## config.mk

```make
export PLATFORM = sky130hd
export DESIGN_NAME = hre_back
export DESIGN_NICKNAME = d
export VERILOG_FILES = /design/src/sv/highlight_recovery_exposure_macros.svh /design/src/sv/hre_pkg.sv /design/src/sv/hre_back.sv
export SDC_FILE = /design/constraint.sdc
export NUM_CORES = 2
export LEC_CHECK = 0
export BUFFER_PORTS_ARGS = -buffer_cell sky130_fd_sc_hd__buf_2
export CELL_PAD_IN_SITES_DETAIL_PLACEMENT = 0
export CELL_PAD_IN_SITES_GLOBAL_PLACEMENT = 1
export CORE_MARGIN = 10
export CORE_UTILIZATION = 49
export CTS_BUF_LIST = sky130_fd_sc_hd__clkbuf_8
export CTS_CLUSTER_DIAMETER = 40
export DETAILED_ROUTE_END_ITERATION = 10
export HOLD_SLACK_MARGIN = 0.05
export PLACE_DENSITY_LB_ADDON = 0.1
export SLEW_MARGIN = 10
export SYNTH_ARGS = -nofsm -noshare
export SYNTH_HDL_FRONTEND = slang
export SYNTH_SLANG_ARGS = --single-unit
```

## constraint.sdc

```tcl
create_clock -name clk_i -period 1.9 [get_ports clk_i]
set_input_delay 0 -clock clk_i [delete_from_list [all_inputs] [get_ports clk_i]]
set_output_delay 0 -clock clk_i [all_outputs]
set_load 0.01 [all_outputs]
```

## src/sv/highlight_recovery_exposure_macros.svh

```systemverilog
// Assertion macros used by the highlight recovery and exposure top level.
// Each macro expects clk_i and rst_ni in the scope of the module that uses it.
`ifndef HIGHLIGHT_RECOVERY_EXPOSURE_MACROS_SVH
`define HIGHLIGHT_RECOVERY_EXPOSURE_MACROS_SVH

// Same-cycle implication, disabled while in reset
`define HRE_ASSERT_IMPL(lbl, ante, cons, msg) \
  lbl: assert property (@(posedge clk_i) disable iff (!rst_ni) (ante) |-> (cons)) \
    else $error(msg);

// Next-cycle implication, disabled while in reset
`define HRE_ASSERT_NEXT(lbl, ante, cons, msg) \
  lbl: assert property (@(posedge clk_i) disable iff (!rst_ni) (ante) |=> (cons)) \
    else $error(msg);

`endif

```

## src/sv/hre_pkg.sv

```systemverilog
// Package for the highlight recovery and exposure block: widths, payload
// structs, divider lane types and configuration register indexes. No dependencies.
`default_nettype none

package hre_pkg;

  // Channel word width and width of the recovered (capped) value
  localparam int unsigned ChanW   = 16;
  localparam int unsigned QuoW    = ChanW + 1;
  localparam int unsigned CfgIdxW = 2;

  localparam logic [ChanW-1:0] ClipReset = ChanW'(3891);
  localparam logic [ChanW-1:0] GainReset = ChanW'(6654);

  typedef enum logic [CfgIdxW-1:0] {
    CFG_CLIP_LEVEL    = 2'd0,
    CFG_EXPOSURE_GAIN = 2'd1
  } hre_cfg_idx_e;

  typedef logic [ChanW-1:0] hre_chan_t;

  typedef struct packed {
    hre_chan_t red_in;
    hre_chan_t green_in;
    hre_chan_t blue_in;
  } hre_pix_in_t;

  typedef struct packed {
    hre_chan_t red_out;
    hre_chan_t green_out;
    hre_chan_t blue_out;
  } hre_pix_out_t;

  // One divider lane: partial remainder plus dividend/quotient shift register
  typedef struct packed {
    logic             ovf;
    logic [ChanW-1:0] rem;
    logic [QuoW-1:0]  qn;
  } hre_lane_t;

  typedef hre_lane_t [2:0] hre_lanes_t;

  // Per-pixel data carried alongside the divider (index 2 red, 1 green, 0 blue)
  typedef struct packed {
    hre_chan_t [2:0] ch;
    logic [2:0]      clipped;
    logic            rec_en;
    hre_chan_t       maxu;
  } hre_side_t;

endpackage

`default_nettype wire

```

## src/sv/hre_back.sv

```systemverilog
// Back end: cap and select the recovered channels, apply exposure gain,
// truncate and saturate. Depends on hre_pkg.
`default_nettype none

module hre_back #(
  parameter int unsigned FracBits = 12
) (
  input  logic                 clk_i,
  input  logic                 rst_ni,
  input  logic                 en_i,
  input  logic                 valid_i,
  input  hre_pkg::hre_side_t   side_i,
  input  hre_pkg::hre_lanes_t  lanes_i,
  input  hre_pkg::hre_chan_t   clip_i,
  input  hre_pkg::hre_chan_t   gain_i,
  output logic                 valid_o,
  output hre_pkg::hre_pix_out_t data_o
);
  import hre_pkg::*;

  localparam int unsigned ProdW = QuoW + ChanW;

  logic [ChanW+1:0]        sum3;
  logic [QuoW-1:0]         cap;
  logic [2:0][QuoW-1:0]    rcv;
  logic [2:0][QuoW-1:0]    vsel;
  logic [2:0][ProdW-1:0]   prod_d;
  logic [2:0][ProdW-1:0]   shifted;
  hre_chan_t [2:0]         chan;

  logic                    valid_q;
  logic [2:0][ProdW-1:0]   prod_q;

  // Cap is 1.5 * clip, truncated
  assign sum3 = {1'b0, clip_i, 1'b0} + {2'b00, clip_i};
  assign cap  = sum3[ChanW+1:1];

  // Recovered value limited to the cap, then the exposure product
  always_comb begin
    for (int i = 0; i < 3; i++) begin
      rcv[i]    = (lanes_i[i].ovf || (lanes_i[i].qn > cap)) ? cap : lanes_i[i].qn;
      vsel[i]   = (side_i.rec_en && side_i.clipped[i]) ? rcv[i] : {1'b0, side_i.ch[i]};
      prod_d[i] = ProdW'(vsel[i]) * ProdW'(gain_i);
    end
  end

  always_ff @(posedge clk_i or negedge rst_ni) begin
    if (!rst_ni) begin
      valid_q <= 1'b0;
    end else if (en_i) begin
      valid_q <= valid_i;
    end
  end

  always_ff @(posedge clk_i) begin
    if (en_i) begin
      prod_q <= prod_d;
    end
  end

  // Drop fraction bits, saturate to the channel width
  always_comb begin
    for (int i = 0; i < 3; i++) begin
      shifted[i] = prod_q[i] >> FracBits;
      chan[i]    = (|shifted[i][ProdW-1:ChanW]) ? {ChanW{1'b1}} : shifted[i][ChanW-1:0];
    end
  end

  assign valid_o          = valid_q;
  assign data_o.red_out   = chan[2];
  assign data_o.green_out = chan[1];
  assign data_o.blue_out  = chan[0];

endmodule

`default_nettype wire

```

Yosys cells after proc, flatten, opt, wreduce, memory -nomap -nowiden
Index checks and enable logic that the tools add are counted.

word-level totals
  register bits = 100
  bits in latches = 0
  memory bits (writable) = 0
  ROM bits = 0
  input bits = 206
  output and inout port bits = 49
  word-level logic and storage cells = 29
  memories = 0

cells by class
  add/sub/neg operators = 1
  multipliers = 3
  divide/modulo/power cells = 0
  magnitude comparators = 3
  equal/unequal tests = 0
  shift operators = 0
  mux-type cells = 9
  bitwise logic cells = 0
  reductions and logical operators = 9

operators with widths
  kind                 number
  $mux W17             6
  $mul A17 B16 Y33     3
  $gt A17 B17 Y1       3
  $mux W16             3
  $add A17 B16 Y18     1
  $reduce_or A5 Y1     3
  $logic_and A1 B1 Y1  3
  $logic_or A1 B1 Y1   3

Logic depth before layout (Yosys ltp)
  word-level depth = 6
  depth in mapped cells = 50
  mapped depth without buffers = 48

Worst setup path after synthesis
Ideal clock, no wire load.

  path type = input to register
  start point = in clip_i[0]
  end point = reg prod_q[62] (netlist bit) (data pin)
  arrival = 10303 ps
  data required time = 1638 ps
  slack = -8665 ps
  stages = 45
  buffers on the path = 3
  path through = ha_1 > fa_1 > a21o_1 > a221oi_2 > o21ai_1 > and2_1 > o21a_1 > nor2_1 > nor2b_1 > o21ai_0 > nand2b_1 > xnor2_1 > inv_1 > ha_1 > and3_1 > nand3_1 > o221a_2 > o31ai_1 > [... 9 more ...] > fa_1 > inv_1 > fa_1 > inv_1 > fa_1 > inv_1 > ha_1 > a21o_1 > a21o_1 > a221o_1 > nand2_1 > o21a_1 > o21ai_1 > o21a_1 > a41o_1 > o41ai_2 > o21bai_1 > xor2_1

RTL lines
  item                  line            RTL
  start, declared       hre_back.sv:14  input hre_pkg::hre_chan_t clip_i,
  end signal, assigned  hre_back.sv:57  prod_q <= prod_d;
  end, declared         hre_back.sv:32  logic [2:0][ProdW-1:0] prod_q;

==> flow_metrics.tcl <==
set metrics [dict create \
    first_global_vias 27801 \
    firstDrtPassIters 8 \
    path_class "primary input to flip-flop" \
    cts_tree "built" \
    syn_avg_cell_area_sq_um 8.99 \
    num-nets-final 5292 \
    cpMostUsedCell "fa_1" \
    ys_ff_latch 64 \
    max_freq_mhz 105 \
    ys.flop_type "edfxtp_1" \
    layout_commonest_cell "inv_1" \
    gp_congestion 0.959 \
    numCtsBuffers 9 \
    async_flop_share 0.0156 \
    grt-ovfl-total 0 \
    status "finished, violations left" \
    die_w_microns 270 \
    yosysWarnings 0 \
    post-route-min-period_ns 9.57 \
    root_buffer "clkbuf_8" \
    initial_utilization 0.496 \
    mostFrequentLayoutCells "inv_1 (682), fa_1 (598), buf_4 (540)" \
    clk_latency_ns 0.44 \
    stdcell_count 4940 \
    antenna_found_initial 3 \
    finalWorstSetupSlack_ns -7.67 \
    synth_nets 4604 \
    cp.arrival_ns 9.76 \
    worst_ep_required_time_ns 2.10 \
    violations "negative setup slack" \
    hpwl_mm 82.1 \
    wl_per_cell_microns 19.6 \
    drv_slew 0 \
    ios 255 \
    finClkSkew_ns 0 \
    cap_violations 0 \
    clkTransAtPathRegs_ns 0.10 \
    crit_path_start_kind "primary input" \
    netlist_instances 3409 \
    drtIter0Drc 1640 \
    area_growth_pct 28.9 \
    stdcell_area_sq_um 39500 \
    slowest_stage "fa_1" \
    clock_sinks 64 \
    drc 0 \
    port_buffers 190 \
    synth_edf_count 63 \
    wl_mm 96.6 \
    core-area_sq_um 61800 \
    hold_viol 0 \
    drive_above_1_share 0.282 \
    grt_usage 0.268 \
    rows 91 \
    place_area_sq_um 36900 \
    cts_buffer_depth 2 \
    cts_htree_levels 3 \
    drtAntennaViolNets 0 \
    cp-end-kind "flip-flop" \
    post-route-period-util 5.04 \
    rsz0062_at_grt "yes" \
    slew-limit-headroom 0.641 \
    tightest_slew_ns 0.539 \
    via_per_inst 5.20 \
    slowest_delay_ns 0.54 \
    die_h_microns 270 \
    grt_first_pass_wirelength_mm 153 \
    hp-class "primary input to flip-flop" \
    grt_max_degree 28 \
    syn_area_sq_um 30600 \
    synth-seq-area-share 0.0626 \
    cp_max_fo 5 \
    ys_types 70 \
    utilization 0.639 \
    dp.cells 4818 \
    dieArea_sq_um 72900 \
    setup_viol 98 \
    timing.setup.tns_ns -456.87 \
    via_count 25677 \
]
metal layers:
metal	vias up	track usage	share of wire
li1	11764	-	-
met1	12877	0.352	0.42
met2	895	0.428	0.46
met3	137	0.0786	0.093
met4	4	0.0673	0.028
met5	-	0	0.00028
layout make-up:
class,instances,area [sq um]
Timing Repair Buffer,829,6440
Clock inverter,7,125
Fill cell,5323,22300
Multi-Input combinational cell,2483,27200
Inverter,710,2670
Sequential cell,64,1920
Clock buffer,9,124
Tap cell,837,1050
Antenna cell,1,2.50
cells in the mapped netlist, types with 4 or more instances:
cell | n | share of area
inv_1 | 710 | 0.087
fa_1 | 622 | 0.41
nand2_1 | 506 | 0.062
and2_1 | 376 | 0.077
ha_1 | 367 | 0.15
clkbuf_1 | 146 | 0.018
nor2_1 | 64 | 0.0078
o21ai_0 | 64 | 0.010
edfxtp_1 | 63 | 0.062
a21oi_1 | 60 | 0.0098
or3_1 | 50 | 0.010
xnor2_1 | 49 | 0.014
mux2i_1 | 40 | 0.013
a21o_1 | 38 | 0.0093
nand3_1 | 24 | 0.0039
xor2_1 | 23 | 0.0066
nand4_1 | 19 | 0.0039
o21a_1 | 19 | 0.0047
nor2b_1 | 18 | 0.0037
nor3_1 | 17 | 0.0028
nand2b_1 | 14 | 0.0029
o21bai_1 | 12 | 0.0029
and3_1 | 11 | 0.0022
o21ai_1 | 11 | 0.0018
a211oi_1 | 5 | 0.0012
a31oi_1 | 5 | 0.0010
buf_1 | 5 | 0.00061
o31ai_1 | 5 | 0.0012
o211ai_1 | 4 | 0.00098
or4_1 | 4 | 0.00098
worst paths after layout:
check | start | to | slack [ns] | cells past startpoint
max in group asynchronous | rst_ni | valid_o | 1.39 | 3
worst min register to register | valid_o | valid_o | 0.53 | 1
worst max-delay path | clip_i[1] | prod_q[95] | -7.67 | 50
worst max register to register | valid_o | valid_o | 1.15 | 1
worst min-delay path | valid_i | valid_o | 0.34 | 3
min in group asynchronous | rst_ni | valid_o | 0.41 | 3
worst max-delay path: cells and delay by family:
family,cells,cell delay (ns)
xor gates and xnor gates,1,0.17
and+or+nand+nor,13,1.43
adders and majority gates,9,3.81
AOI/OAI and AO/OA,16,3.02
muxes,2,0.41
buffers and inverters,9,0.90
sequential cells by signal, indices dropped and copies added (netlist names):
| signal | flops |
|---|---|
| prod_q | 63 |
| valid_o | 1 |
what timing repair did:
action | in CTS | in global routing
pin swaps | 139 | 123
cloned | 2 | 1
resized for setup | 197 | 165
hold buffers | 4 | 0
setup buffers | 85 | 53
endpoints found under the hold margin | 6 | 0
setup endpoints to repair | 111 | 111
through the flow:
step | setup WS, ns | hold slack [ns]
after detailed placement | -8.43 | -0.224
final | -7.67 | 0.339
after CTS | -7.41 | 0.312
after floorplan | -7.72 | -0.296
after global routing | -8.07 | 0.349
after global placement | -8.25 | -0.225
logic make-up after synthesis:
group                      after synthesis  synth area share
muxes                                   43            0.0142
buffers and inverters                  865             0.106
xor gates and xnor gates                76            0.0231
AOI/OAI and AO/OA                      260            0.0583
adders and majority gates              989             0.556
DFF                                     64            0.0626
and+or+nand+nor                       1112             0.179
Power is not shown: default switching activity piles up to over one toggle a cycle in this logic, so the estimate is an artifact.
