**src/sv/highlight_recovery_exposure_macros.svh**
```systemverilog
// Assertion macros used by the highlight recovery and exposure top level.
// Each macro expects clk_i and rst_ni in the scope of the module that uses it.
`ifndef HIGHLIGHT_RECOVERY_EXPOSURE_MACROS_SVH
`define HIGHLIGHT_RECOVERY_EXPOSURE_MACROS_SVH

// Same-cycle implication, disabled while in reset
`define HRE_ASSERT_IMPL(lbl, ante, cons, msg) \
  lbl: assert property (@(posedge clk_i) disable iff (!rst_ni) (ante) |-> (cons)) \
    else $error(msg);

// Next-cycle implication, disabled while in reset
`define HRE_ASSERT_NEXT(lbl, ante, cons, msg) \
  lbl: assert property (@(posedge clk_i) disable iff (!rst_ni) (ante) |=> (cons)) \
    else $error(msg);

`endif

```
**src/sv/hre_pkg.sv**
```systemverilog
// Package for the highlight recovery and exposure block: widths, payload
// structs, divider lane types and configuration register indexes. No dependencies.
`default_nettype none

package hre_pkg;

  // Channel word width and width of the recovered (capped) value
  localparam int unsigned ChanW   = 16;
  localparam int unsigned QuoW    = ChanW + 1;
  localparam int unsigned CfgIdxW = 2;

  localparam logic [ChanW-1:0] ClipReset = ChanW'(3891);
  localparam logic [ChanW-1:0] GainReset = ChanW'(6654);

  typedef enum logic [CfgIdxW-1:0] {
    CFG_CLIP_LEVEL    = 2'd0,
    CFG_EXPOSURE_GAIN = 2'd1
  } hre_cfg_idx_e;

  typedef logic [ChanW-1:0] hre_chan_t;

  typedef struct packed {
    hre_chan_t red_in;
    hre_chan_t green_in;
    hre_chan_t blue_in;
  } hre_pix_in_t;

  typedef struct packed {
    hre_chan_t red_out;
    hre_chan_t green_out;
    hre_chan_t blue_out;
  } hre_pix_out_t;

  // One divider lane: partial remainder plus dividend/quotient shift register
  typedef struct packed {
    logic             ovf;
    logic [ChanW-1:0] rem;
    logic [QuoW-1:0]  qn;
  } hre_lane_t;

  typedef hre_lane_t [2:0] hre_lanes_t;

  // Per-pixel data carried alongside the divider (index 2 red, 1 green, 0 blue)
  typedef struct packed {
    hre_chan_t [2:0] ch;
    logic [2:0]      clipped;
    logic            rec_en;
    hre_chan_t       maxu;
  } hre_side_t;

endpackage

`default_nettype wire

```
**src/sv/hre_front.sv**
```systemverilog
// Front end: clip classification, dividend products and divider setup.
// Depends on hre_pkg.
`default_nettype none

module hre_front #(
  parameter int unsigned FracBits = 12
) (
  input  logic                clk_i,
  input  logic                rst_ni,
  input  logic                en_i,
  input  logic                valid_i,
  input  hre_pkg::hre_pix_in_t data_i,
  input  hre_pkg::hre_chan_t  clip_i,
  output logic                valid_o,
  output hre_pkg::hre_side_t  side_o,
  output hre_pkg::hre_lanes_t lanes_o
);
  import hre_pkg::*;

  // maxu >= MinUnclip is the same as 100 * maxu >= 2^FracBits
  localparam int unsigned MinUnclip = ((32'd1 << FracBits) + 32'd99) / 32'd100;
  localparam int unsigned ProdW     = 2 * ChanW;

  hre_chan_t [2:0]         in_ch;
  logic [2:0]              in_clipped;
  hre_chan_t               in_maxu;
  hre_side_t               s1_side_d;
  logic [2:0][ProdW-1:0]   s2_prod_d;
  hre_lanes_t              s3_lanes_d;

  logic                    s1_valid_q, s2_valid_q, s3_valid_q;
  hre_side_t               s1_side_q, s2_side_q, s3_side_q;
  logic [2:0][ProdW-1:0]   s2_prod_q;
  hre_lanes_t              s3_lanes_q;

  // Classify channels, find largest unclipped channel
  always_comb begin
    in_ch   = {data_i.red_in, data_i.green_in, data_i.blue_in};
    in_maxu = '0;
    for (int i = 0; i < 3; i++) begin
      in_clipped[i] = in_ch[i] >= clip_i;
      if (!in_clipped[i] && (in_ch[i] > in_maxu)) begin
        in_maxu = in_ch[i];
      end
    end
    s1_side_d.ch      = in_ch;
    s1_side_d.clipped = in_clipped;
    s1_side_d.maxu    = in_maxu;
    s1_side_d.rec_en  = (in_clipped != 3'b000) && (in_clipped != 3'b111) &&
                        (32'(in_maxu) >= MinUnclip);
  end

  // Dividend c * clip for every channel
  always_comb begin
    for (int i = 0; i < 3; i++) begin
      s2_prod_d[i] = ProdW'(s1_side_q.ch[i]) * ProdW'(clip_i);
    end
  end

  // Upper dividend bits seed the remainder; a quotient that cannot fit
  // the recovered width is flagged and later replaced by the cap
  always_comb begin
    for (int i = 0; i < 3; i++) begin
      s3_lanes_d[i].ovf = {1'b0, s2_prod_q[i][ProdW-1:QuoW]} >= s2_side_q.maxu;
      s3_lanes_d[i].rem = ChanW'(s2_prod_q[i][ProdW-1:QuoW]);
      s3_lanes_d[i].qn  = s2_prod_q[i][QuoW-1:0];
    end
  end

  // Stage valids
  always_ff @(posedge clk_i or negedge rst_ni) begin
    if (!rst_ni) begin
      s1_valid_q <= 1'b0;
      s2_valid_q <= 1'b0;
      s3_valid_q <= 1'b0;
    end else if (en_i) begin
      s1_valid_q <= valid_i;
      s2_valid_q <= s1_valid_q;
      s3_valid_q <= s2_valid_q;
    end
  end

  // Stage payloads
  always_ff @(posedge clk_i) begin
    if (en_i) begin
      s1_side_q  <= s1_side_d;
      s2_side_q  <= s1_side_q;
      s2_prod_q  <= s2_prod_d;
      s3_side_q  <= s2_side_q;
      s3_lanes_q <= s3_lanes_d;
    end
  end

  assign valid_o = s3_valid_q;
  assign side_o  = s3_side_q;
  assign lanes_o = s3_lanes_q;

endmodule

`default_nettype wire

```
**config.mk**
```make
export PLATFORM = sky130hd
export DESIGN_NAME = hre_front
export DESIGN_NICKNAME = d
export VERILOG_FILES = /design/src/sv/highlight_recovery_exposure_macros.svh /design/src/sv/hre_pkg.sv /design/src/sv/hre_front.sv
export SDC_FILE = /design/constraint.sdc
export NUM_CORES = 2
export LEC_CHECK = 0
export BUFFER_PORTS_ARGS = -buffer_cell sky130_fd_sc_hd__buf_2
export CORE_MARGIN = 5
export CORE_UTILIZATION = 33
export CTS_CLUSTER_DIAMETER = 50
export CTS_CLUSTER_SIZE = 28
export DETAILED_ROUTE_END_ITERATION = 8
export GPL_TIMING_DRIVEN = 0
export SKIP_CTS_REPAIR_TIMING = 1
export SYNTH_ARGS = -nofsm -noshare
export SYNTH_HDL_FRONTEND = slang
export SYNTH_SLANG_ARGS = --single-unit
```
**constraint.sdc**
```tcl
create_clock -name clk_i -period 8.63 [get_ports clk_i]
set_input_delay 1.2945 -clock clk_i [delete_from_list [all_inputs] [get_ports clk_i]]
set_output_delay 1.2945 -clock clk_i [all_outputs]
set_load 0.05 [all_outputs]
```
# Word-level counts from Yosys, hierarchy flattened
# Cells that the tools add are included.
# word_totals
regBits,402
in_bits,68
output_inout_bits,171
word_cells,59
# classes
multipliers,3
magnitude_cmp,10
eq_ne,1
muxes,3
reduce_logical,9
# op_table
operator,n
$mul A16 B16 Y32,3
$ge A15 B16 Y1,3
$ge A16 B16 Y1,3
$mux W16,3
$gt A16 B16 Y1,2
$ge A16 B6 Y1 const B,1
$gt A16 B1 Y1 const B,1
$logic_and A1 B1 Y1,5
$logic_not A1 Y1,3
$ne A3 B3 Y1 const B,1
$reduce_bool A3 Y1,1

# Longest topological paths before layout
# logic_depth
ltp_word,12
ltp_mapped,34
depth_no_buf,29

# Worst setup path after synthesis
# OpenSTA, ideal clock, no wires.
# synth_timing
kind,input to register
startpoint,in clip_i[9]
endpoint,"reg s1_side_q[16] (netlist bit), data pin"
setup_ps,270
t_arrival_ps,7638
t_required_ps,8360
path_slack_ps,722
cell_stages,30
path_buffers,5
path_cell_list,clkbuf_1 -> clkbuf_1 -> inv_1 -> ha_1 -> a21o_1 -> a21o_1 -> a2111oi_4 -> a21oi_1 -> o31ai_4 -> buf_6 -> nand2_1 -> ha_1 -> and3_1 -> a221o_1 -> a221oi_1 -> o22ai_1 -> o21a_2 -> buf_2 -> buf_1 -> nor2_1 -> a21oi_1 -> ha_1 -> nand4_1 -> or4_1 -> or2_2 -> and3_1 -> a21o_1 -> o22a_1 -> a2111oi_0 -> a31oi_1
# synth_lines
item,line,text
"start, declared",hre_front.sv:13,"input hre_pkg::hre_chan_t clip_i,"
"end signal, assigned",hre_front.sv:86,s1_side_q <= s1_side_d;
"end, declared",hre_front.sv:32,"hre_side_t s1_side_q, s2_side_q, s3_side_q;"

==> flow_summary.ini <==
[floorplan]
die_h_um = 359
initial_core_util_pct = 33.1
core_um2 = 121000
die_area_um2 = 129000
num_io_pins = 239
fp.dieW_um = 359
std_cell_rows = 128

[route]
first_iter_violations = 1693
drc = 0
num_vias = 27383
finalWirelength_um = 117000
drt-vias-per-instance = 4.81
wl_per_cell_um = 20.5
final_antenna_net_count = 0
dr.pass1.iters = 5

[clock_tree]
cts_buffer_depth = 3
cts.sinks = 402
cts_tree = built
root_buffer = clkbuf_16
h-tree-depth = 2
numCtsBuffers = 57
clkTransAtPathRegs_ns = 0.07
clk_latency_ns = 0.70

[synth]
syn_area_um2 = 40200
synth.ff_latch_count = 402
synth_area_leader_cell = edfxtp_1
yosysMostFrequentCell = inv_1
yosysWarnings = 0
synth-async-reset-ratio_pct = 0.746
syn_inst = 3733
netlist.area_leader.share_pct = 29.8
synthTopCellsByCount = inv_1, fa_1, nand2_1
yosys.cell_types.count = 72
synthTopCellsByArea = edfxtp_1, fa_1, ha_1
synth_area_per_cell_um2 = 10.8
synth-edff-count = 399
ys.flop_type = edfxtp_1
seq_area_frac_synth_pct = 30.0

[outcome]
status = complete, no violations

[setup_path]
slowest_stage = or4_1
cp_max_fo = 10
slowest_delay_ns = 0.56
path_delay_family = compound AO/OA/AOI/OAI gates
critPathBufInv = 9
worst_ep_required_time_ns = 9.06
worst-endpoint-arrival_ns = 8.75
startpoint_type = input pin
end_kind = flip-flop
critical_path_class = input pin to flip-flop

[final_layout]
regArea_um2 = 12100
drive_above_1_share_pct = 9.57
n_fill_cell = 12110
area_growth_pct = 13.6
multi_input_area_um2 = 24900
nets = 5104

[placed_design]
dp_hpwl_um = 96100
dp_slack_ns = -1.87
io_buffers = 220
gp_congestion = 0.919

[sta]
max_freq_mhz = 120
finalClockSkew_ns = 0.0637
setup_violations = 0
min_period_ns = 8.32
fin_crit_sh_pct = 96.4
worst_slack_ns = 0.308
hold_viol_final = 0
rsz0062_at_grt = no
tightest_slew_ns = 1.10
slew_viol_final = 0
slew_headroom_pct = 26.8

[global_routing]
grt_max_degree = 124
grtUsageTotal_pct = 18.3
grt_pass1_wl_um = 178000
globalRouteOverflowTotal = 0
antenna_found_initial = 13
grt_pass1_vias = 29229

[run]
drv_cap = 0

[worst_hold_path]
hold_class = input pin to async pin
## flip-flops by register name (all words and copies together) (netlist names)
name        count
side_o         68
s2_prod_q      96
s1_valid_q      1
s2_side_q      68
s2_valid_q      1
valid_o         1
lanes_o        99
s1_side_q      68
## layout by cell type, fill, tap and decap left out, types with 6 or more instances in the layout
cell type	n
clkbuf_1	107
o221a_2	6
clkinv_8	11
a211oi_1	11
nand2b_1	18
and3_1	12
inv_6	8
xor2_1	20
edfxtp_1	399
fa_1	582
inv_1	723
inv_8	10
nand3_1	22
o22a_1	8
and2_1	269
a21o_1	60
inv_12	6
nand2_1	563
o21bai_1	20
ha_1	437
clkbuf_2	8
o21ai_0	33
a21oi_1	108
buf_2	228
clkbuf_16	57
nor2b_1	14
o21a_1	9
clkbuf_4	9
inv_16	6
xnor2_1	60
o22ai_1	10
nor2_1	95
a31oi_1	7
nand4_1	7
buf_4	7
o211ai_1	6
nor3_1	13
## worst paths after layout
path | from | endpoint | slack (ns) | cells after the start
worst max register to register | s1_side_q[60] | s2_prod_q[93] | 0.80 | 22
max in group asynchronous | rst_ni | valid_o | 8.12 | 1
min in group clk_i | s2_prod_q[11] | lanes_o[11] | 0.42 | 0
worst min register to register | s2_prod_q[11] | lanes_o[11] | 0.42 | 0
worst max-delay path | clip_i[8] | s1_side_q[16] | 0.31 | 32
worst min-delay path | rst_ni | s2_valid_q | 0.41 | 1
## layer usage
metal,GRT usage (%),vias to the layer above,routed length [µm]
met4,6.37,4,4650
met1,22.9,13821,46800
met5,0,-,27
met2,29.4,960,53000
li1,-,12410,-
met3,6.56,188,12200
## final cells by class
class                   count  area share (%)
plain buffers             138            1.31
inverters                 724            5.95
multi-input cells        2468            54.5
clock inverters            49            1.53
repair buffers            226            2.69
well taps                1625            4.45
diodes                      5          0.0274
clock buffers              59            3.14
flip-flops and latches    402            26.4
## logic make-up (layout without fill, tap and decap cells)
family	after synthesis	after routing	share of synthesized area, %
AND/OR/NAND/NOR	1035	1035	11.9
XOR/XNOR	80	80	1.74
flip-flops	402	402	30.0
multiplexers	3	3	0.0840
other	1	8	0.00932
AO/OA/AOI/OAI	328	328	5.54
buffers and inverters	865	1196	8.14
adder cells (fa/ha/maj)	1019	1019	42.6
## stage by stage
step / util (%) / hold slack (ns) / TNS (ns) / instance area [µm²] / cells
after global routing: 37.6 / 0.358 / 0 / 45700 / 5692
after floorplan: - / 0.400 / 0 / 40200 / 3735
after global placement: 35.7 / 0.403 / -27.87 / 43400 / 5580
final: 37.6 / 0.408 / 0 / 45700 / 5696
after detailed placement: 35.8 / 0.405 / -26.01 / 43500 / 5583
after CTS: 37.6 / 0.340 / -9.30 / 45600 / 5691
Power is left out: the tool's default activity adds up to more than one toggle a clock period on the data nets, which glitch-free logic cannot reach.
