<file path="config.mk">
export PLATFORM = sky130hd
export DESIGN_NAME = hre_div_cell
export DESIGN_NICKNAME = d
export VERILOG_FILES = /design/src/sv/highlight_recovery_exposure_macros.svh /design/src/sv/hre_pkg.sv /design/src/sv/hre_div_cell.sv
export SDC_FILE = /design/constraint.sdc
export NUM_CORES = 1
export LEC_CHECK = 0
export BUFFER_PORTS_ARGS = -buffer_cell sky130_fd_sc_hd__buf_4
export CORE_MARGIN = 2
export CORE_UTILIZATION = 48
export DETAILED_ROUTE_END_ITERATION = 8
export GPL_ROUTABILITY_DRIVEN = 0
export HOLD_SLACK_MARGIN = 0.15
export PLACE_DENSITY = 0.78
export SLEW_MARGIN = 25
export SYNTH_ARGS = -nofsm -noshare
export SYNTH_HDL_FRONTEND = slang
export SYNTH_SLANG_ARGS = --single-unit
</file>
<file path="constraint.sdc">
create_clock -name clk_i -period 1.02 [get_ports clk_i]
set_clock_uncertainty 0.15 [all_clocks]
set_input_delay 0.102 -clock clk_i [delete_from_list [all_inputs] [get_ports clk_i]]
set_output_delay 0.102 -clock clk_i [all_outputs]
set_load 0.005 [all_outputs]
</file>
<file path="src/sv/highlight_recovery_exposure_macros.svh">
// Assertion macros used by the highlight recovery and exposure top level.
// Each macro expects clk_i and rst_ni in the scope of the module that uses it.
`ifndef HIGHLIGHT_RECOVERY_EXPOSURE_MACROS_SVH
`define HIGHLIGHT_RECOVERY_EXPOSURE_MACROS_SVH

// Same-cycle implication, disabled while in reset
`define HRE_ASSERT_IMPL(lbl, ante, cons, msg) \
  lbl: assert property (@(posedge clk_i) disable iff (!rst_ni) (ante) |-> (cons)) \
    else $error(msg);

// Next-cycle implication, disabled while in reset
`define HRE_ASSERT_NEXT(lbl, ante, cons, msg) \
  lbl: assert property (@(posedge clk_i) disable iff (!rst_ni) (ante) |=> (cons)) \
    else $error(msg);

`endif

</file>
<file path="src/sv/hre_pkg.sv">
// Package for the highlight recovery and exposure block: widths, payload
// structs, divider lane types and configuration register indexes. No dependencies.
`default_nettype none

package hre_pkg;

  // Channel word width and width of the recovered (capped) value
  localparam int unsigned ChanW   = 16;
  localparam int unsigned QuoW    = ChanW + 1;
  localparam int unsigned CfgIdxW = 2;

  localparam logic [ChanW-1:0] ClipReset = ChanW'(3891);
  localparam logic [ChanW-1:0] GainReset = ChanW'(6654);

  typedef enum logic [CfgIdxW-1:0] {
    CFG_CLIP_LEVEL    = 2'd0,
    CFG_EXPOSURE_GAIN = 2'd1
  } hre_cfg_idx_e;

  typedef logic [ChanW-1:0] hre_chan_t;

  typedef struct packed {
    hre_chan_t red_in;
    hre_chan_t green_in;
    hre_chan_t blue_in;
  } hre_pix_in_t;

  typedef struct packed {
    hre_chan_t red_out;
    hre_chan_t green_out;
    hre_chan_t blue_out;
  } hre_pix_out_t;

  // One divider lane: partial remainder plus dividend/quotient shift register
  typedef struct packed {
    logic             ovf;
    logic [ChanW-1:0] rem;
    logic [QuoW-1:0]  qn;
  } hre_lane_t;

  typedef hre_lane_t [2:0] hre_lanes_t;

  // Per-pixel data carried alongside the divider (index 2 red, 1 green, 0 blue)
  typedef struct packed {
    hre_chan_t [2:0] ch;
    logic [2:0]      clipped;
    logic            rec_en;
    hre_chan_t       maxu;
  } hre_side_t;

endpackage

`default_nettype wire

</file>
<file path="src/sv/hre_div_cell.sv">
// One cell of the restoring divider chain: one quotient bit for each of the
// three channel lanes per cycle while en_i is high. Depends on hre_pkg.
`default_nettype none

module hre_div_cell (
  input  logic                clk_i,
  input  logic                rst_ni,
  input  logic                en_i,
  input  logic                valid_i,
  input  hre_pkg::hre_side_t  side_i,
  input  hre_pkg::hre_lanes_t lanes_i,
  output logic                valid_o,
  output hre_pkg::hre_side_t  side_o,
  output hre_pkg::hre_lanes_t lanes_o
);
  import hre_pkg::*;

  logic [2:0][ChanW:0] part;
  logic [2:0][ChanW:0] diff;
  logic [2:0]          ge;
  hre_lanes_t          lanes_d;

  logic                valid_q;
  hre_side_t           side_q;
  hre_lanes_t          lanes_q;

  // Shift next dividend bit into remainder, trial subtract the divisor
  always_comb begin
    for (int i = 0; i < 3; i++) begin
      part[i]          = {lanes_i[i].rem, lanes_i[i].qn[QuoW-1]};
      ge[i]            = part[i] >= {1'b0, side_i.maxu};
      diff[i]          = part[i] - {1'b0, side_i.maxu};
      lanes_d[i].ovf   = lanes_i[i].ovf;
      lanes_d[i].rem   = ge[i] ? diff[i][ChanW-1:0] : part[i][ChanW-1:0];
      lanes_d[i].qn    = {lanes_i[i].qn[QuoW-2:0], ge[i]};
    end
  end

  always_ff @(posedge clk_i or negedge rst_ni) begin
    if (!rst_ni) begin
      valid_q <= 1'b0;
    end else if (en_i) begin
      valid_q <= valid_i;
    end
  end

  always_ff @(posedge clk_i) begin
    if (en_i) begin
      side_q  <= side_i;
      lanes_q <= lanes_d;
    end
  end

  assign valid_o = valid_q;
  assign side_o  = side_q;
  assign lanes_o = lanes_q;

endmodule

`default_nettype wire

</file>
==> impl_metrics.yaml, run 1 <==
status:
  status: "stopped before the end"
  haltStage: "clock tree synthesis"
  stop_error: "[ERROR DPL-0033] detailed placement checks failed during check placement."
synthesis:
  synth.top_cell.area_share: 0.631
  synthSimpleGateAreaFrac: 0.0594
  yosysWarningCount: 0
  avgSynthCellArea_um2: 14.5
  synthFlopType: "edfxtp_1"
  async_flop_share: 0.00585
  syn_nets: 782
  ys_seq_elements: 171
  ys_types: 60
  synth_edf_count: 170
  synth_compound_area_frac: 0.109
  synth_area_um2: 8100
  synth_top_family_by_area: "compound AO/OA/AOI/OAI gates"
  ys_seq_area_frac: 0.634
  synthAdderAreaFrac: 0.0816
  synth_cells: 557
  synthMuxAreaShare: 0.0637
  synthXorXnorAreaFrac: 0.0357
  synth_top_cell_by_area: "edfxtp_1"
  ys_top_cells_by_area: "edfxtp_1 (63%), ha_1 (7.4%), mux2_2 (5.6%), xnor2_1 (2.6%), a21oi_1 (2.0%)"
floorplanning:
  row_count: 47
  die_y_um: 134
  die_w_um: 134
  pin_count: 345
  initial_core_util: 0.490
clock_network:
  root_buffer: "clkbuf_16"
  cts_setup_buffers: 30
  cts_resized: 150
  htree_num_levels: 4
  cts.sinks: 171
  cts_max_path_buffers: 2
  cts_buffers: 17
  cts_hold_buf: 159
placed_design:
  io_buffers: 344
  dp_slack_ps: -1730
  place_inst: 1282
  hpwl_mm: 20.7
[stage by stage]
| step | setup TNS [ps] | area (µm²) | hold WS (ps) |
|---|---|---|---|
| after floorplan | -60690 | 8190 | -344 |
| after detailed placement | -82850 | 12400 | -270 |
| after global placement | -79560 | 12400 | -273 |
[cell usage after synthesis, types with 2 or more instances]
cell type and instances:
xor2_1 9, xnor2_1 24, nand3b_1 2, nand3_1 4, or3_1 3, and2_1 3, edfxtp_1 170, a311oi_1 2
nor2_1 29, and4_1 2, a21boi_0 2, mux2i_1 5, buf_2 3, inv_1 27, nand4_1 3, and3_1 6
ha_1 48, o21a_1 9, mux2_2 40, a21o_1 15, o211a_1 2, nand2_1 16, o21bai_1 3, nand2b_1 8
nor2b_1 6, a31oi_1 17, o31ai_1 3, nor3_1 6, o21ai_0 14, o2111ai_1 2, fa_1 3, a211oi_1 5
a211o_1 3, a21oi_1 33, o31a_1 4, o211ai_1 2
[cells by family after synthesis]
group                      after synthesis
buffers and inverters                   33
DFF                                    171
muxes                                   46
AOI/OAI and AO/OA                      129
and+or+nand+nor                         94
adders and majority gates               51
xor gates and xnor gates                33
==> run 2: changes to the inputs <==
- CORE_UTILIZATION: 48 -> 40
- HOLD_SLACK_MARGIN: 0.15 -> default
- PLACE_DENSITY: 0.78 -> default
- PLACE_DENSITY_LB_ADDON: default -> 0.15
==> impl_metrics.yaml, run 2 <==
layout:
  seq_area_um2: 5130
  final_util: 0.775
  final_common_cell: "buf_4"
  layout_common_cells: "buf_4 (414), edfxtp_1 (170), dlygate4sd3_1 (163), buf_6 (93), ha_1 (31)"
  multi_input_area_um2: 3340
  drive_gt1_frac: 0.532
  nets: 1477
  fill_cells: 1247
  largest_reg_flops: 102
  areaGrowthSynthToFinish_pct: 91.8
clock_network:
  cts_hold_buf: 163
  cts_buffers: 17
  clk_pin_slew_worst_paths_ps: 80
  htree_num_levels: 4
  cts.sinks: 171
  clk_latency_ps: 430
  root_buffer: "clkbuf_16"
  cts_max_path_buffers: 2
  cts_tree: "yes"
setup_path:
  path_cells: "buf_8 > clkinvlp_4 > ha_4 > o21ai_2 > a21oi_2 > or4_4 > a311o_1 > a311oi_2 > xnor2_1 > mux2_4"
  crit_type: "in2reg"
  cpMaxStageDelayCell: "or4_4"
  required_ps: 1050
  critPathMaxFanout: 3
  arrival_ps: 2140
  max_stage_delay_ps: 430
  crit_family: "compound AO/OA/AOI/OAI gates"
  end_kind: "flip-flop"
  critPathBufInv: 2
  start_kind: "primary input"
  r2r_slack_ps: -20
timing:
  rsz0062_at_grt: "yes"
  whs_ps: -53.4
  worst_slew_pin_slew_ps: 405
  hold_viol_final: 10
  setup_violations: 223
  setup_tns_ps: -82100
  min_period_ps: 2110
  fmax_ghz: 0.473
  finalWorstSetupSlack_ps: -1090
  slew_headroom: 0.728
  fin_crit_sh: 2.07
  maxSlewViolCount: 0
synthesis:
  ys_types: 60
  yosysWarningCount: 0
  synth_edf_count: 170
  ys_top_cells_by_count: "edfxtp_1 (170), ha_1 (48), mux2_2 (40)"
  synth_top_family_by_area: "compound AO/OA/AOI/OAI gates"
  synth_area_um2: 8100
  synth_compound_area_frac: 0.109
  synthFlopType: "edfxtp_1"
  avgSynthCellArea_um2: 14.5
  synthXorXnorAreaFrac: 0.0357
  synthMuxAreaShare: 0.0637
  yosysMostFrequentCell: "edfxtp_1"
  synth.top_cell.area_share: 0.631
  async_flop_share: 0.00585
  synthSimpleGateAreaFrac: 0.0594
  ys_seq_area_frac: 0.634
  synth_top_cell_by_area: "edfxtp_1"
  synth_cells: 557
  ys_top_cells_by_area: "edfxtp_1 (63%), ha_1 (7.4%), mux2_2 (5.6%), xnor2_1 (2.6%), a21oi_1 (2.0%)"
  synthAdderAreaFrac: 0.0816
  syn_nets: 782
  ys_seq_elements: 171
detailed_routing:
  via_per_inst: 4.94
  first_iter_violations: 368
  drtPass1Iterations: 4
  finalWirelength_mm: 31.0
  routedWlPerCell_um: 20.2
  postRouteAntennaNets: 0
  num_vias: 7595
  drc: 0
global_routing:
  grt_max_degree: 52
  grt_pass1_wl_mm: 44.3
  grt_antenna_before_repair: 1
  overflow: 0
  track_usage: 0.272
  grt_pass1_vias: 7785
pwr:
  powerDensity_nw_per_um2: 1390
  power_leakage_nw: 6.78
  peakVddDrop_mv: 1.10
  fin_total_pwr_mw: 21.6
floorplanning:
  core_area_um2: 20000
  pin_count: 345
  die_w_um: 146
  die-area_um2: 21400
  row_count: 52
  die_y_um: 146
  initial_core_util: 0.404
run:
  cap_viol_max_count: 0
status:
  status: "complete, but fails checks"
  violations: "negative hold slack, negative setup slack"
placed_design:
  io_buffers: 344
  hpwl_mm: 19.2
min_path:
  hold_path.class: "in2reg"
[run 2: power breakdown]
part / internal, mW / switching (mW) / leakage [nW]
combinational: 3.79 / 2.45 / 4.83
clock: 3.27 / 3.19 / 0.276
sequential: 8.61 / 0.296 / 1.68
total: 15.7 / 5.93 / 6.78
[run 2: layer usage]
metal	up-vias	routed length (µm)	part of all wire	global-route usage
li1	3557	-	-	-
met1	3662	11700	0.38	0.318
met2	308	16300	0.53	0.488
met3	68	1830	0.059	0.0509
met4	0	1210	0.039	0.122
met5	-	0	0	0
[run 2: repair_timing]
| item | 4_1_cts | 5_1_grt |
|---|---|---|
| gates cloned | 1 | 0 |
| setup buffers | 24 | 2 |
| hold endpoints to repair | 172 | 11 |
| setup endpoints to repair | 222 | 223 |
| pin swaps | 28 | 13 |
| resized for setup | 106 | 91 |
[run 2: path summary, 6_finish.rpt]
path	from	to	cells past startpoint
worst max register to register	valid_o	valid_o	2
min in group asynchronous	rst_ni	valid_o	3
max in group asynchronous	rst_ni	valid_o	3
worst min register to register	valid_o	valid_o	2
worst min-delay path	lanes_i[55]	lanes_o[56]	3
worst max-delay path	side_i[2]	lanes_o[66]	10
[run 2: worst min-delay path, cell delays in order]
cell and delay [ps]:
buf_4 100, buf_4 100, mux2_4 130
[run 2: kinds of logic after synthesis]
logic type                 Yosys count
muxes                               46
AOI/OAI and AO/OA                  129
adders and majority gates           51
xor gates and xnor gates            33
buffers and inverters               33
DFF                                171
and+or+nand+nor                     94
[run 2: area by class of cell]
| class | instances | share of cell area |
|---|---|---|
| tap | 270 | 0.0218 |
| clock inverter | 14 | 0.00951 |
| multi-input combinational | 353 | 0.215 |
| antenna | 1 | 0.000161 |
| inverter | 27 | 0.00814 |
| sequential | 171 | 0.330 |
| timing repair buffer | 682 | 0.387 |
| clock buffer | 18 | 0.0276 |
[run 2: per-stage QoR]
| stage | cells | hold slack [ps] | worst slack, ps | instance area (µm²) |
|---|---|---|---|---|
| floorplan | 557 | -344 | -1310 | 8190 |
| global placement | 1314 | -272 | -1610 | 12300 |
| detailed placement | 1314 | -271 | -1680 | 12300 |
| CTS | 1534 | -66.2 | -1060 | 15100 |
| global route | 1536 | -60.3 | -1160 | 15500 |
| finish | 1536 | -53.4 | -1090 | 15500 |
Power figures use the tool's default switching activity.
