==> src/sv/highlight_recovery_exposure_macros.svh <==
// Assertion macros used by the highlight recovery and exposure top level.
// Each macro expects clk_i and rst_ni in the scope of the module that uses it.
`ifndef HIGHLIGHT_RECOVERY_EXPOSURE_MACROS_SVH
`define HIGHLIGHT_RECOVERY_EXPOSURE_MACROS_SVH

// Same-cycle implication, disabled while in reset
`define HRE_ASSERT_IMPL(lbl, ante, cons, msg) \
  lbl: assert property (@(posedge clk_i) disable iff (!rst_ni) (ante) |-> (cons)) \
    else $error(msg);

// Next-cycle implication, disabled while in reset
`define HRE_ASSERT_NEXT(lbl, ante, cons, msg) \
  lbl: assert property (@(posedge clk_i) disable iff (!rst_ni) (ante) |=> (cons)) \
    else $error(msg);

`endif

==> src/sv/hre_pkg.sv <==
// Package for the highlight recovery and exposure block: widths, payload
// structs, divider lane types and configuration register indexes. No dependencies.
`default_nettype none

package hre_pkg;

  // Channel word width and width of the recovered (capped) value
  localparam int unsigned ChanW   = 16;
  localparam int unsigned QuoW    = ChanW + 1;
  localparam int unsigned CfgIdxW = 2;

  localparam logic [ChanW-1:0] ClipReset = ChanW'(3891);
  localparam logic [ChanW-1:0] GainReset = ChanW'(6654);

  typedef enum logic [CfgIdxW-1:0] {
    CFG_CLIP_LEVEL    = 2'd0,
    CFG_EXPOSURE_GAIN = 2'd1
  } hre_cfg_idx_e;

  typedef logic [ChanW-1:0] hre_chan_t;

  typedef struct packed {
    hre_chan_t red_in;
    hre_chan_t green_in;
    hre_chan_t blue_in;
  } hre_pix_in_t;

  typedef struct packed {
    hre_chan_t red_out;
    hre_chan_t green_out;
    hre_chan_t blue_out;
  } hre_pix_out_t;

  // One divider lane: partial remainder plus dividend/quotient shift register
  typedef struct packed {
    logic             ovf;
    logic [ChanW-1:0] rem;
    logic [QuoW-1:0]  qn;
  } hre_lane_t;

  typedef hre_lane_t [2:0] hre_lanes_t;

  // Per-pixel data carried alongside the divider (index 2 red, 1 green, 0 blue)
  typedef struct packed {
    hre_chan_t [2:0] ch;
    logic [2:0]      clipped;
    logic            rec_en;
    hre_chan_t       maxu;
  } hre_side_t;

endpackage

`default_nettype wire

==> src/sv/hre_skid.sv <==
// Output register with a skid stage; its registered full flag freezes the
// pipeline. Depends on hre_pkg.
`default_nettype none

module hre_skid (
  input  logic                  clk_i,
  input  logic                  rst_ni,
  input  logic                  valid_i,
  input  hre_pkg::hre_pix_out_t data_i,
  output logic                  adv_o,
  output logic                  out_valid_o,
  output hre_pkg::hre_pix_out_t out_data_o,
  input  logic                  out_stall_i
);
  import hre_pkg::*;

  logic         out_valid_q, out_valid_d;
  logic         skid_valid_q, skid_valid_d;
  hre_pix_out_t out_data_q, skid_data_q;
  logic         take, load_out, load_skid, out_from_skid;

  assign take  = out_valid_q && !out_stall_i;
  assign adv_o = !skid_valid_q;

  // Route incoming pixel to the output register or the skid register
  always_comb begin
    out_valid_d   = out_valid_q;
    skid_valid_d  = skid_valid_q;
    load_out      = 1'b0;
    load_skid     = 1'b0;
    out_from_skid = 1'b0;
    priority if (skid_valid_q) begin
      if (take) begin
        out_from_skid = 1'b1;
        skid_valid_d  = 1'b0;
      end
    end else if (valid_i) begin
      if (!out_valid_q || take) begin
        load_out    = 1'b1;
        out_valid_d = 1'b1;
      end else begin
        load_skid    = 1'b1;
        skid_valid_d = 1'b1;
      end
    end else begin
      // Nothing new: the output empties once taken
      out_valid_d = out_valid_q && !take;
    end
  end

  always_ff @(posedge clk_i or negedge rst_ni) begin
    if (!rst_ni) begin
      out_valid_q  <= 1'b0;
      skid_valid_q <= 1'b0;
    end else begin
      out_valid_q  <= out_valid_d;
      skid_valid_q <= skid_valid_d;
    end
  end

  always_ff @(posedge clk_i) begin
    if (load_out) begin
      out_data_q <= data_i;
    end else if (out_from_skid) begin
      out_data_q <= skid_data_q;
    end
    if (load_skid) begin
      skid_data_q <= data_i;
    end
  end

  assign out_valid_o = out_valid_q;
  assign out_data_o  = out_data_q;

endmodule

`default_nettype wire

==> config.mk <==
export PLATFORM = sky130hd
export DESIGN_NAME = hre_skid
export DESIGN_NICKNAME = d
export VERILOG_FILES = /design/src/sv/highlight_recovery_exposure_macros.svh /design/src/sv/hre_pkg.sv /design/src/sv/hre_skid.sv
export SDC_FILE = /design/constraint.sdc
export NUM_CORES = 1
export LEC_CHECK = 0
export BUFFER_PORTS_ARGS = -buffer_cell sky130_fd_sc_hd__buf_4
export CORE_MARGIN = 5
export CORE_UTILIZATION = 35
export DETAILED_ROUTE_END_ITERATION = 12
export PLACE_DENSITY = 0.62
export SLEW_MARGIN = 5
export SYNTH_ARGS = -nofsm -noshare
export SYNTH_HDL_FRONTEND = slang
export SYNTH_SLANG_ARGS = --single-unit
==> constraint.sdc <==
create_clock -name clk_i -period 4.6 [get_ports clk_i]
set_clock_uncertainty 0.15 [all_clocks]
set_input_delay 0.69 -clock clk_i [delete_from_list [all_inputs] [get_ports clk_i]]
set_output_delay 0.69 -clock clk_i [all_outputs]
set_load 0.02 [all_outputs]
Yosys cells after proc, flatten, opt, wreduce, memory -nomap -nowiden
Index checks and enable logic that the tools add are counted.
{ "totals": {"register_bits": 98, "latch_bits": 0, "ramBits": 0, "rom_bits": 0, "word_cells": 33, "memories": 0} }
{ "op_classes": {"add_sub_neg": 0, "multipliers": 0, "n_div": 0, "order_cmp": 0, "n_eq_ne": 1, "shift": 0, "mux": 14, "bitwise": 1, "n_reduce_logical": 9} }
{ "op_table": {"columns": ["op", "count"], "rows": [
  ["48-bit two-way mux", 2],
  ["1-bit two-way mux", 12],
  ["1-bit logical NOT", 4],
  ["1-bit logical AND", 2],
  ["2-bit by 1-bit inequality test with 1-bit output, second input constant", 1],
  ["2-bit AND reduction", 1],
  ["2-bit nonzero test", 1],
  ["1-bit logical OR", 1],
  ["1-bit NOT", 1]
]} }

Logic depth before layout (Yosys ltp)
{ "depth": {"ltp_word": 7, "ltp_mapped": 5, "mapped_depth_nobuf": 3} }

Least setup slack after synthesis
Ideal clock, no wire load.
{ "synth_timing": {"path_type": "input to register", "startpoint": "input port out_stall_i", "endpoint": "register out_data_q (netlist bit out_data_o[0]) (enable)", "arrival_time_ns": 4.297, "required_time_ns": 3.923, "slack_ns": -0.374, "stages": 2, "n_path_buf": 0, "path_cell_list": "nand2_2 -> a21boi_0"} }
{ "synth_between": {"elab_chain_cells": 7} }
{ "synth_lines": {"columns": ["item", "line", "source"], "rows": [
  ["from (decl)", "hre_skid.sv:13", "input logic out_stall_i"],
  ["1-bit logical NOT (*)", "hre_skid.sv:22", "assign take = out_valid_q && !out_stall_i;"],
  ["1-bit logical AND (*)", "hre_skid.sv:22", null],
  ["1-bit logical OR", "hre_skid.sv:38", "if (!out_valid_q || take) begin"],
  ["1-bit two-way mux", "hre_skid.sv:38", null],
  ["1-bit two-way mux", "hre_skid.sv:37", "end else if (valid_i) begin"],
  ["1-bit two-way mux", "hre_skid.sv:32", "priority if (skid_valid_q) begin"],
  ["2-bit nonzero test (no source line) (*)", null, null],
  ["to (signal assigned)", "hre_skid.sv:63", "out_data_q <= data_i;"],
  ["to (signal assigned)", "hre_skid.sv:65", "out_data_q <= skid_data_q;"],
  ["to (decl)", "hre_skid.sv:19", "hre_pix_out_t out_data_q, skid_data_q;"]
]} }
Every way passes the cells marked *; elsewhere a longest branch is shown, timed or not.
A chain may end at the register's enable or synchronous reset.

Worst setup path after layout
{ "layout_timing": {"startpoint": "input port out_stall_i", "endpoint": "register out_data_q (netlist bit out_data_o[32]), data pin"} }
{ "layout_between": {"elab_chain_cells": 7} }
{ "layout_lines": {"columns": ["item", "line", "source"], "rows": [
  ["1-bit logical NOT", "hre_skid.sv:22", null],
  ["1-bit logical AND", "hre_skid.sv:22", null],
  ["1-bit logical OR", "hre_skid.sv:38", null],
  ["1-bit two-way mux", "hre_skid.sv:38", null],
  ["1-bit two-way mux", "hre_skid.sv:37", null],
  ["1-bit two-way mux", "hre_skid.sv:32", null],
  ["48-bit two-way mux", "hre_skid.sv:62", "if (load_out) begin"]
]} }
Every way passes these cells.

==> summary.md <==
| Metric | Value |
|---|---|
| Seq/Total Area, Yosys | `80.27%` |
| Vias | `roughly 1,800` |
| Rel. slew slack | `between 30% and 40%` |
| Ant diodes | `0` |
| Clock root buffer | `clkbuf_8` |
| Vias in the first global route | `~1,900` |
| Post-detail-place hpwl | `about 4400 um` |
| Port Buffers | `~100` |
| Hold crit path type | `in -> reg` |
| Cell Int Power | `about 1.8 mW` |
| Final net count | `approximately 330` |
| Synth top area cells | `edfxtp_1 (79%), mux2_2 (8.6%), mux2_4 (8.2%)` |
| Syn_area_per_cell | `~22 sq um` |
| Hold wc startpoint | `data_i[11]` |
| CTS resizes | `0` |
| Largest net degree at the start of global routing | `37` |
| Die width | `between 100 and 150 um` |
| Drt wl/cell | `about 16 um` |
| Tcrit/Tclk final | `between 50 and 60%` |
| Final min period | `roughly 2.7 ns` |
| Clock Sinks | `98` |
| Worst path max stage delay | `roughly 0.81 ns` |
| Post-synthesis adder-cell area fraction | `0%` |
| Starting Density | `between 30% and 40%` |
| Post-route design area | `4760 sq um` |
| Crit. End Element | `flop` |
| Crit path DAT | `2.61 ns` |
| Core Rows | `37` |
| Die Y | `112.2 um` |
| Crit Path Max Fanout | `36` |
| # DRC | `0` |
| Number of synthesized flops with an enable pin | `96` |
| Clock Power Share | `a little under a fifth` |
| Sw Pwr | `about 830 uW` |
| Worst IR drop on VDD | `about 0.00021 V` |
| Total gr overflow | `0` |
| Detail Route Antenna Nets | `0` |
| Mapped Area | `around 3700 sq um` |
| Cell taking the most area after synthesis | `edfxtp_1` |
| Comb pwr share | `approximately a third` |
| Placed instance area | `4579 sq um` |
| CTS buffer count | `9` |
| Worst setup startpoint | `out_stall_i` |
| Slew Viols, Final | `0` |
| Die area | `approximately 13,000 sq um` |
| Async S/R FF share, synth | `2.041%` |
| Layout cells sized above 1 | `around three fifths` |
| Status | `finished clean` |
| Critical R2R Launch | `out_valid_o$_DFFE_PN0P_` |
| Core Box Area | `between 10,000 and 15,000 sq um` |
| Worst Setup Start Kind | `primary input` |
| Critical Path RT | `4.55 ns` |
| Max-cap violation count | `0` |
| CTS tree | `yes` |
| Largest family of logic cells by synthesized area | `multiplexers` |
| FMAX | `roughly 380 MHz` |
| Setup TNS | `0 ns` |
| PD cells | `roughly 560 nW/um^2` |
| Cells after synthesis | `163` |
| Count leader, synth | `edfxtp_1` |
| Worst-margin pin slew | `between 1 and 1.5 ns` |
| CTS clk-pin slew, worst paths | `approximately 0.1 ns` |
| Post-synth top area share | `approximately 79%` |
| Htree depth | `3` |
| Clock Path Buffers | `2` |
| CP Cell Sequence | `buf_4, nand2_2, nand3_2, buf_4, mux2_4` |
| DRT Wirelength | `about 6500 um` |
| Synth Area in Compound Gates | `less than 1%` |
| # IOs | `around 100` |
| Fill count | `around 890` |
| Flops & latches, synth | `slightly below 100` |
| Initial antenna violation count | `0` |
| CP max stage cell | `nand3_2` |
| Top post-synthesis cells by count | `edfxtp_1 (96), mux2_2 (28), mux2_4 (20)` |
| DR vias/cell | `between 4 and 5` |
| First-pass detailed-route iteration total | `4` |
| DR iter-0 viols | `62` |
| RSZ-0062 raised after global routing | `false` |
| Register Area | `2933 sq um` |
| First-pass GRT wire length | `around 10,000 um` |
| Post-synth top flop | `edfxtp_1` |
| Final Hold Viols | `0` |
| Synth Area in XOR/XNOR | `0%` |
| Most frequent CP cell | `buf_4` |
| Placer congestion estimate | `between 0.6 and 0.7` |
| Post-synthesis mux area share | `between 10% and 20%` |
| Skew-Pair Late Insertion Delay | `0.34 ns` |
| Multi-input logic area | `a little under 700 sq um` |
| Warnings from Yosys | `0` |
| Mapped Nets | `approximately 220` |
| Sequential Power Share | `50.1%` |
| Distinct cells, synth | `15` |
| Finish-stage setup viols | `0` |
| Post-Synth Simple-Gate Area | `less than 1%` |
| Overall routing resource usage | `approximately a tenth` |
| Sw frac | `31.13%` |
| Leakage power total | `1.843 nW` |
| Syn-to-layout area delta | `30.27%` |
| Critical path type | `in -> reg` |
[cell usage in the layout (no fill, tap or decap), types with 2 or more instances in the layout]
cell type  synthesis  routed
a21oi_1            2       2
mux2_4            20      20
dfrtp_1            2       2
mux2_2            28      28
edfxtp_1          96      96
clkinv_4           0       2
clkbuf_8           0       9
nand2_1            3       3
buf_4              0     104
[cell families after synthesis]
family,after synthesis
AO/OA/AOI/OAI,4
flip-flops,98
buffers and inverters,7
AND/OR/NAND/NOR,6
multiplexers,48
[metrics by stage]
step | util, % | std cells | power [mW] | hold WS (ns) | setup WS, ns
3_3_place_gp | 44.76 | 398 | 2.222 | 0.3229 | 1.562
2_1_floorplan | - | 163 | 1.876 | 0.2444 | 0.8813
3_5_place_dp | 44.76 | 398 | 2.234 | 0.3239 | 1.545
6_report | 46.52 | 415 | 2.679 | 0.3662 | 1.943
4_1_cts | 46.52 | 415 | 2.725 | 0.3412 | 1.895
5_1_grt | 46.52 | 415 | 2.824 | 0.3282 | 1.804
[power groups by stage]
stage / clock (mW) / sequential [mW] / combinational, mW
after detailed placement: 0 / 1.37 / 0.867
after floorplan: 0 / 1.57 / 0.304
after CTS: 0.506 / 1.35 / 0.870
after global routing: 0.555 / 1.36 / 0.905
after global placement: 0 / 1.36 / 0.858
final: 0.487 / 1.34 / 0.850
[sequential cells by signal, summed over array words and instances (netlist names)]
name,cells
out_valid_o,1
skid_valid_q,1
out_data_o,48
skid_data_q,48
[cell type report]
cell class / instances / area share (%)
flip-flops and latches: 98 / 61.62
repair buffers: 105 / 16.61
multi-input cells: 58 / 14.46
well taps: 136 / 3.575
clock buffers: 10 / 2.681
clock inverters: 6 / 0.8938
inverters: 2 / 0.1577
[timing repair]
action	in CTS	in global routing
buffers inserted	0	0
hold endpoints to repair	2	0
hold buffers	1	0
[per-layer routing]
layer  vias up  share of wire [%]  global-route usage, %
li1        866                  -                      -
met5         -                  0                      0
met2        57                 50                  16.89
met3        10                6.7                  3.989
met1       888                 41                  12.32
met4         0                1.7                  3.766
[path summary, 6_finish.rpt]
| kind | end | slack, ns | depth (start not counted) |
|---|---|---|---|
| min | skid_data_q[11]$_DFFE_PP_ | 0.37 | 1 |
| max in group asynchronous | skid_valid_q$_DFF_PN0_ | 3.67 | 2 |
| max | out_data_o[32]$_DFFE_PP_ | 1.94 | 5 |
| min reg2reg | out_data_o[23]$_DFFE_PP_ | 0.39 | 1 |
| max reg2reg | out_data_o[32]$_DFFE_PP_ | 1.95 | 4 |
| min in group asynchronous | out_valid_o$_DFFE_PN0P_ | 0.55 | 2 |
[worst max-delay path: cells and delay by family]
| kind | cells | cell delay, ns |
|---|---|---|
| buf+inv | 2 | 0.67 |
| simple gates | 2 | 0.92 |
| mux | 1 | 0.32 |
Note: power is estimated with default switching activity, not from simulation.
